**src/tlq_pkg.sv**
```systemverilog
// Package for the three-level ready queue scheduler.
// Holds widths, opcodes, status codes and the controller/datapath command structs.
package tlq_pkg;
   localparam int SLOTS = 16;
   localparam int SLOT_W = $clog2(SLOTS);
   localparam int CNT_W = $clog2(SLOTS + 1);

   localparam logic [1:0] OP_INSERT = 2'd0;
   localparam logic [1:0] OP_DISPATCH = 2'd1;
   localparam logic [1:0] OP_AGE = 2'd2;
   localparam logic [1:0] OP_NOP = 2'd3;

   localparam logic [1:0] ST_OK = 2'd0;
   localparam logic [1:0] ST_REJECT = 2'd1;
   localparam logic [1:0] ST_FULL = 2'd2;
   localparam logic [1:0] ST_EMPTY = 2'd3;

   localparam logic [1:0] CSR_AGING_STEP = 2'd0;
   localparam logic [1:0] CSR_AGING_LIMIT = 2'd1;
   localparam logic [1:0] CSR_PRIORITY_BOOST = 2'd2;

   localparam logic [7:0] PRIO_REJECT = 8'd150;
   localparam logic [7:0] PRIO_MAX = 8'd149;
   localparam logic [7:0] BAND_L1 = 8'd100;
   localparam logic [7:0] BAND_L2 = 8'd50;

   typedef struct packed {
      logic load;
      logic scan_clear;
      logic scan_step;
      logic do_insert;
      logic do_remove;
      logic do_age;
      logic [SLOT_W-1:0] idx;
   } cmd_type;

   typedef struct packed {
      logic full;
      logic reject;
      logic have_best;
      logic [7:0] best_id;
      logic preempt;
   } sts_type;

   function automatic logic [1:0] band_of(input logic [7:0] p);
      if (p >= BAND_L1) return 2'd1;
      else if (p >= BAND_L2) return 2'd2;
      else return 2'd3;
   endfunction
endpackage

```
**src/three_level_ready_queue_scheduler_top.sv**
```systemverilog
// Each accepted word is scanned across every slot and then applied; its result word is held until taken.
// The input stalls while a word is in work or its result waits.
// Synchronous active-high reset empties the table, zeroes the arrival counter
// and loads the register defaults: step 100, limit 400, boost 10.
module three_level_ready_queue_scheduler_top (
   input  logic clock,
   input  logic reset,
   input  logic csr_write,
   input  logic [1:0] csr_index,
   input  logic [15:0] csr_data,
   input  logic req_valid,
   output logic req_stall,
   input  logic [1:0] req_op,
   input  logic [7:0] req_thread_id,
   input  logic [7:0] req_priority_req,
   input  logic [15:0] req_remaining_burst,
   input  logic [15:0] req_running_burst,
   output logic rsp_valid,
   input  logic rsp_stall,
   output logic [1:0] rsp_status,
   output logic rsp_preempt,
   output logic rsp_picked_valid,
   output logic [7:0] rsp_picked_id
);
   import tlq_pkg::*;

   cmd_type cmd;
   sts_type sts;

   tlq_ctrl u_ctrl (
      .clock(clock), .reset(reset),
      .req_valid(req_valid), .req_stall(req_stall), .req_op(req_op),
      .rsp_valid(rsp_valid), .rsp_stall(rsp_stall), .rsp_status(rsp_status),
      .rsp_preempt(rsp_preempt), .rsp_picked_valid(rsp_picked_valid),
      .rsp_picked_id(rsp_picked_id), .cmd(cmd), .sts(sts)
   );

   tlq_dp u_dp (
      .clock(clock), .reset(reset),
      .csr_write(csr_write), .csr_index(csr_index), .csr_data(csr_data),
      .req_thread_id(req_thread_id), .req_priority_req(req_priority_req),
      .req_remaining_burst(req_remaining_burst), .req_running_burst(req_running_burst),
      .cmd(cmd), .sts(sts)
   );
endmodule

```
**src/tlq_ctrl.sv**
```systemverilog
// Controller state machine of the scheduler.
// Walks the slots one per cycle and issues commands to tlq_dp; uses tlq_pkg.
module tlq_ctrl (
   input  logic clock,
   input  logic reset,
   input  logic req_valid,
   output logic req_stall,
   input  logic [1:0] req_op,
   output logic rsp_valid,
   input  logic rsp_stall,
   output logic [1:0] rsp_status,
   output logic rsp_preempt,
   output logic rsp_picked_valid,
   output logic [7:0] rsp_picked_id,
   output tlq_pkg::cmd_type cmd,
   input  tlq_pkg::sts_type sts
);
   import tlq_pkg::*;

   typedef enum logic [1:0] {IDLE, SCAN, APPLY, DONE} state_type;

   state_type state_ff, state_in;
   logic [1:0] op_ff, op_in;
   logic [CNT_W-1:0] cnt_ff, cnt_in;
   logic [1:0] status_ff, status_in;
   logic preempt_ff, preempt_in, pv_ff, pv_in;
   logic [7:0] pid_ff, pid_in;

   assign req_stall = (state_ff != IDLE);
   assign rsp_valid = (state_ff == DONE);
   assign rsp_status = status_ff;
   assign rsp_preempt = preempt_ff;
   assign rsp_picked_valid = pv_ff;
   assign rsp_picked_id = pid_ff;

   always_comb begin
      state_in = state_ff;
      op_in = op_ff;
      cnt_in = cnt_ff;
      status_in = status_ff;
      preempt_in = preempt_ff;
      pv_in = pv_ff;
      pid_in = pid_ff;
      cmd = '0;
      cmd.idx = cnt_ff[SLOT_W-1:0];
      unique case (state_ff)
         IDLE: begin
            if (req_valid) begin
               cmd.load = 1'b1;
               cmd.scan_clear = 1'b1;
               op_in = req_op;
               cnt_in = '0;
               state_in = SCAN;
            end
         end
         SCAN: begin
            cmd.scan_step = 1'b1;
            cmd.do_age = (op_ff == OP_AGE);
            if (cnt_ff == CNT_W'(SLOTS - 1)) state_in = APPLY;
            cnt_in = cnt_ff + 1'b1;
         end
         APPLY: begin
            status_in = ST_OK;
            preempt_in = 1'b0;
            pv_in = 1'b0;
            pid_in = '0;
            if (op_ff == OP_INSERT) begin
               if (sts.reject) status_in = ST_REJECT;
               else if (sts.full) status_in = ST_FULL;
               else begin
                  cmd.do_insert = 1'b1;
                  preempt_in = sts.preempt;
               end
            end else if (op_ff == OP_DISPATCH) begin
               if (!sts.have_best) status_in = ST_EMPTY;
               else begin
                  cmd.do_remove = 1'b1;
                  pv_in = 1'b1;
                  pid_in = sts.best_id;
               end
            end
            state_in = DONE;
         end
         DONE: begin
            if (!rsp_stall) state_in = IDLE;
         end
         default: state_in = IDLE;
      endcase
   end

   always_ff @(posedge clock) begin
      if (reset) begin
         state_ff <= IDLE;
      end else begin
         state_ff <= state_in;
      end
      op_ff <= op_in;
      cnt_ff <= cnt_in;
      status_ff <= status_in;
      preempt_ff <= preempt_in;
      pv_ff <= pv_in;
      pid_ff <= pid_in;
   end
endmodule

```
**src/tlq_dp.sv**
```systemverilog
// Datapath of the scheduler: slot table, configuration registers and scan unit.
// Driven by tlq_ctrl commands; uses tlq_pkg.
module tlq_dp (
   input  logic clock,
   input  logic reset,
   input  logic csr_write,
   input  logic [1:0] csr_index,
   input  logic [15:0] csr_data,
   input  logic [7:0] req_thread_id,
   input  logic [7:0] req_priority_req,
   input  logic [15:0] req_remaining_burst,
   input  logic [15:0] req_running_burst,
   input  tlq_pkg::cmd_type cmd,
   output tlq_pkg::sts_type sts
);
   import tlq_pkg::*;

   logic [SLOTS-1:0] valid_ff;
   logic [7:0] thread_ff [SLOTS];
   logic [7:0] prio_ff [SLOTS];
   logic [15:0] burst_ff [SLOTS];
   logic [15:0] wait_ff [SLOTS];
   logic [1:0] level_ff [SLOTS];
   logic [15:0] stamp_ff [SLOTS];
   logic [15:0] arrival_ff;
   logic [9:0] step_ff;
   logic [15:0] limit_ff;
   logic [5:0] boost_ff;

   logic [7:0] id_ff, p_ff;
   logic [15:0] b_ff, run_ff;

   logic free_found_ff;
   logic [SLOT_W-1:0] free_ff, best_ff;
   logic best_found_ff;
   logic [1:0] blv_ff;
   logic [15:0] bburst_ff, bage_ff;
   logic [7:0] bid_ff;

   logic [SLOT_W-1:0] i;
   logic [15:0] age_i;
   logic better;
   logic [16:0] wsum;
   logic [15:0] wsat;
   logic [8:0] psum;
   logic [7:0] pnew;
   logic over;

   assign i = cmd.idx;
   assign age_i = arrival_ff - stamp_ff[i];

   always_comb begin
      better = 1'b0;
      if (!best_found_ff || level_ff[i] < blv_ff) better = 1'b1;
      else if (level_ff[i] == blv_ff) begin
         if (blv_ff == 2'd1 && burst_ff[i] != bburst_ff) better = burst_ff[i] < bburst_ff;
         else if (blv_ff == 2'd2 && thread_ff[i] != bid_ff) better = thread_ff[i] < bid_ff;
         else better = age_i > bage_ff;
      end
      wsum = {1'b0, wait_ff[i]} + 17'(step_ff);
      wsat = wsum[16] ? 16'hFFFF : wsum[15:0];
      over = wsat > limit_ff;
      psum = {1'b0, prio_ff[i]} + 9'(boost_ff);
      pnew = (psum > 9'(PRIO_MAX)) ? PRIO_MAX : psum[7:0];
   end

   assign sts.full = !free_found_ff;
   assign sts.reject = p_ff >= PRIO_REJECT;
   assign sts.have_best = best_found_ff;
   assign sts.best_id = bid_ff;
   assign sts.preempt = (band_of(p_ff) == 2'd1) && (b_ff < run_ff);

   always_ff @(posedge clock) begin
      if (reset) begin
         valid_ff <= '0;
         arrival_ff <= '0;
         step_ff <= 10'd100;
         limit_ff <= 16'd400;
         boost_ff <= 6'd10;
      end else begin
         if (csr_write) begin
            unique case (csr_index)
               CSR_AGING_STEP: step_ff <= csr_data[9:0];
               CSR_AGING_LIMIT: limit_ff <= csr_data;
               CSR_PRIORITY_BOOST: boost_ff <= csr_data[5:0];
               default: ;
            endcase
         end
         if (cmd.do_insert) begin
            valid_ff[free_ff] <= 1'b1;
            arrival_ff <= arrival_ff + 16'd1;
         end
         if (cmd.do_remove) valid_ff[best_ff] <= 1'b0;
      end
      if (cmd.load) begin
         id_ff <= req_thread_id;
         p_ff <= req_priority_req;
         b_ff <= req_remaining_burst;
         run_ff <= req_running_burst;
      end
      if (cmd.scan_clear) begin
         free_found_ff <= 1'b0;
         best_found_ff <= 1'b0;
      end
      if (cmd.scan_step && valid_ff[i] && !cmd.do_age && better) begin
         best_found_ff <= 1'b1;
         best_ff <= i;
         blv_ff <= level_ff[i];
         bburst_ff <= burst_ff[i];
         bid_ff <= thread_ff[i];
         bage_ff <= age_i;
      end
      if (cmd.scan_step && !valid_ff[i] && !free_found_ff) begin
         free_found_ff <= 1'b1;
         free_ff <= i;
      end
      if (cmd.scan_step && cmd.do_age && valid_ff[i]) begin
         if (over) begin
            prio_ff[i] <= pnew;
            level_ff[i] <= band_of(pnew);
            wait_ff[i] <= (level_ff[i] != 2'd1) ? 16'd0 : wsat;
         end else begin
            wait_ff[i] <= wsat;
            level_ff[i] <= band_of(prio_ff[i]);
         end
      end
      if (cmd.do_insert) begin
         thread_ff[free_ff] <= id_ff;
         prio_ff[free_ff] <= p_ff;
         burst_ff[free_ff] <= b_ff;
         wait_ff[free_ff] <= '0;
         level_ff[free_ff] <= band_of(p_ff);
         stamp_ff[free_ff] <= arrival_ff;
      end
   end
endmodule

```
**config.mk**
```make
export PLATFORM = sky130hd
export DESIGN_NAME = three_level_ready_queue_scheduler_top
export DESIGN_NICKNAME = d
export VERILOG_FILES = /design/src/tlq_pkg.sv /design/src/three_level_ready_queue_scheduler_top.sv /design/src/tlq_ctrl.sv /design/src/tlq_dp.sv
export SDC_FILE = /design/constraint.sdc
export NUM_CORES = 1
export LEC_CHECK = 0
export BUFFER_PORTS_ARGS = -buffer_cell sky130_fd_sc_hd__buf_4
export CAP_MARGIN = 5
export CORE_MARGIN = 2
export CORE_UTILIZATION = 67
export DETAILED_ROUTE_END_ITERATION = 7
export GPL_ROUTABILITY_DRIVEN = 0
export PLACE_DENSITY = 0.84
export SYNTH_ARGS = -nofsm -noshare
export SYNTH_HDL_FRONTEND = slang
export SYNTH_SLANG_ARGS = --single-unit
```
**constraint.sdc**
```tcl
create_clock -name clock -period 21.6 [get_ports clock]
set_clock_uncertainty 0.15 [all_clocks]
set_input_delay 4.32 -clock clock [delete_from_list [all_inputs] [get_ports clock]]
set_output_delay 4.32 -clock clock [all_outputs]
set_load 0.01 [all_outputs]
```
==> metrics.cfg <==
[outcome]
status=completed

[job]
maxCapViolCount=0

[yosys]
synth_edf_count=1173
yosys_warnings=0
synthFlopType=edfxtp_1
synth_nets=2782
avgSynthCellArea_sq_um=19.4
syn_inst=2595
ys_types=66
syn_area_sq_mm=0.0504
ys_ff_latch=1245
synth-seq-area-share_pct=72.7
synth-async-reset-ratio_pct=0

[final_layout]
multi_input_area_sq_mm=0.0130
drive_gt1_share_pct=24.6
syn_to_final_growth_pct=12.0
register_area_sq_mm=0.0367
fin_cells=3822
finalNetCount=2938
antennaDiodeCount=0
fillers=3606

[grt]
grt_max_degree=154
grt_pass1_vias=28100
antenna_found_initial=0
grt_overflow=0
grt_use_total_pct=32.6
grt_pass1_wl_mm=182

[place]
placed_cells=3601
port_buffers=86
dp_hpwl_mm=66.2

[floorplanning]
initial_core_util_pct=67.7
die-area_sq_mm=0.0774
num_rows=100
die_height_microns=278
die_w_microns=278
core_area_sq_mm=0.0744
io_pins=87

[cts]
cts_tree=yes
insertion_delay_ns=0.70
htreeDepth=3
cts_buffers=117
cts.clk_slew.worst_paths_ns=0.06
postCtsSetupBuffers=0
clock-sinks=1245
clockBufferDepth=3
ctsHoldBuffers=0
clock-root-buffer=clkbuf_16
cts-resized-gates=0

[timing]
slew_violations=0
min_period_ns=9.15
worst_slew_pin_slew_ns=1.30
hold_slack_ns=0.312
hold_viol=0
rsz0062_at_grt=false
finalSetupViolations=0
period_share_pct=42.4
max_clock_freq_mhz=109
setup_tns_ns=0
slew-limit-headroom_pct=12.8

[route]
totalWireLength_mm=123
topRoutingLayerUsed=met4
m1WireLength_mm=43.6
routed-via-count=27300
wl_per_cell_microns=32.3
drt_first_pass_iters=6
drt_iter0_drc=4113
drc=0
met3_length_mm=13.1
via_per_inst=7.15
drtAntennaViolNets=0
wl_met2_mm=61.3

[worst_hold_path]
hold_class=flip-flop to flip-flop

[worst_setup_path]
critPathRequiredTime_ns=21.78
endpoint_kind=flip-flop
arrival_ns=9.33
crit_fanout=42
start_kind=flip-flop
worst-setup-path-type=flip-flop to flip-flop

[pwr]
power_w=0.00730
p_per_area_mw_per_mm2=129
p_leak_nw=18.7
vdd_drop_max_v=0.000106

final timing paths:
| kind | start | endpoint | slack, ns | depth (start not counted) |
|---|---|---|---|---|
| worst max-delay path | flip-flop | u_dp.wait_ff[11][11] | 12.45 | 19 |
| worst min-delay path | u_dp.limit_ff[12] | u_dp.limit_ff[12] | 0.31 | 2 |
| worst max register to register | flip-flop | u_dp.wait_ff[11][11] | 12.45 | 19 |
| worst min register to register | u_dp.limit_ff[12] | u_dp.limit_ff[12] | 0.31 | 2 |
final cells by class:
cell class / instances / share of cell area, %
sequential: 1245 / 65.0
multi-input combinational: 1138 / 23.1
tap: 969 / 2.15
clock inverter: 78 / 1.68
timing repair buffer: 135 / 1.84
clock buffer: 143 / 5.52
inverter: 114 / 0.758
kinds of logic (layout without fill, tap and decap cells):
family                   after synthesis  in the layout  share of synthesized area [%]
flip-flops                          1245           1245                           72.7
XOR/XNOR                              42             42                          0.745
AND/OR/NAND/NOR                      399            399                           3.74
AO/OA/AOI/OAI                        242            242                           3.17
multiplexers                         341            341                           15.0
adder cells (fa/ha/maj)              114            114                           2.87
buffers and inverters                212            470                           1.76
power breakdown:
part | internal, W | switching, W | total [W]
combinational | 0.000843 | 0.00116 | 0.00200
clock | 0.00128 | 0.000890 | 0.00217
sequential | 0.00300 | 0.000132 | 0.00313
total | 0.00512 | 0.00218 | 0.00730
cells in the mapped netlist, types with 22 or more instances:
cell      count  area [sq um]
mux4_2      329          7410
a21o_1       25           188
dfxtp_1      72          1440
clkbuf_1     55           206
edfxtp_1   1173         35200
nand2_1     106           398
a21oi_1      74           370
o21ai_0      32           160
xor2_1       23           201
nor2b_1      30           188
buf_2        30           150
nand3_1      25           125
ha_1        111          1390
o21a_1       22           165
nor3_1       26           130
nor2_1      127           477
inv_1       112           420
metal layers:
layer / GRT usage, % / up-vias
met3: 5.55 / 413
met4: 13.6 / 0
met5: 0 / -
met2: 52.9 / 2122
met1: 44.8 / 14000
li1: - / 10800
worst max-delay path, stage by stage (launching register included):
cell and delay (ns):
dfxtp_4 0.73, buf_4 0.66, buf_4 0.77, mux4_2 0.62, mux4_2 0.53, ha_1 0.39, nand3_1 0.15, o211ai_1 0.18
o41ai_1 0.61, o21a_1 0.44, nor2_1 0.16, or2_1 0.32, ha_1 0.33, a21oi_1 0.15, o21ai_0 0.10, o21ai_0 0.25
a21oi_1 0.16, nor2_1 0.49, o21ai_1 0.55, a21oi_1 1.01
state kept, by name, summed over array words and instances (netlist names), 8 cells and up, named ones only:
register / flops
u_dp.p_ff: 8
u_dp.b_ff: 16
u_dp.thread_ff: 128
u_dp.stamp_ff: 256
u_ctrl.rsp_picked_id: 8
u_dp.wait_ff: 256
u_dp.id_ff: 8
u_dp.burst_ff: 256
u_dp.limit_ff: 16
u_dp.bage_ff: 16
u_dp.prio_ff: 128
u_dp.level_ff: 32
u_dp.step_ff: 10
u_dp.bid_ff: 8
u_dp.arrival_ff: 16
u_dp.run_ff: 16
u_dp.bburst_ff: 16
u_dp.valid_ff: 16
placed cells by master (no fill, tap or decap), types with 16 or more instances in the layout:
master     instances
ha_1             111
nor2_4            16
buf_4            133
nand3_1           25
dfxtp_1           68
mux4_2           329
nor2_1            99
clkinv_1          20
nand2_1          106
nor2b_1           30
clkbuf_1          19
o21ai_0           30
a211oi_1          16
bufinv_16         21
inv_1            111
a21o_1            25
clkbuf_16        119
a21oi_1           74
nor3_1            22
edfxtp_1        1173
and2_1            16
o21a_1            22
xnor2_1           18
clkinv_2          26
xor2_1            23
through the flow:
| step | setup WS [ns] | area, sq um | utilization (%) |
|---|---|---|---|
| 6_report | 12.45 | 56500 | 75.8 |
| 5_1_grt | 11.75 | 56500 | 75.8 |
| 4_1_cts | 12.41 | 56500 | 75.8 |
| 3_5_place_dp | 12.55 | 52400 | 70.4 |
| 3_3_place_gp | 12.80 | 52400 | 70.4 |
| 2_1_floorplan | 14.27 | 50400 | - |
Power figures use the tool's default switching activity.
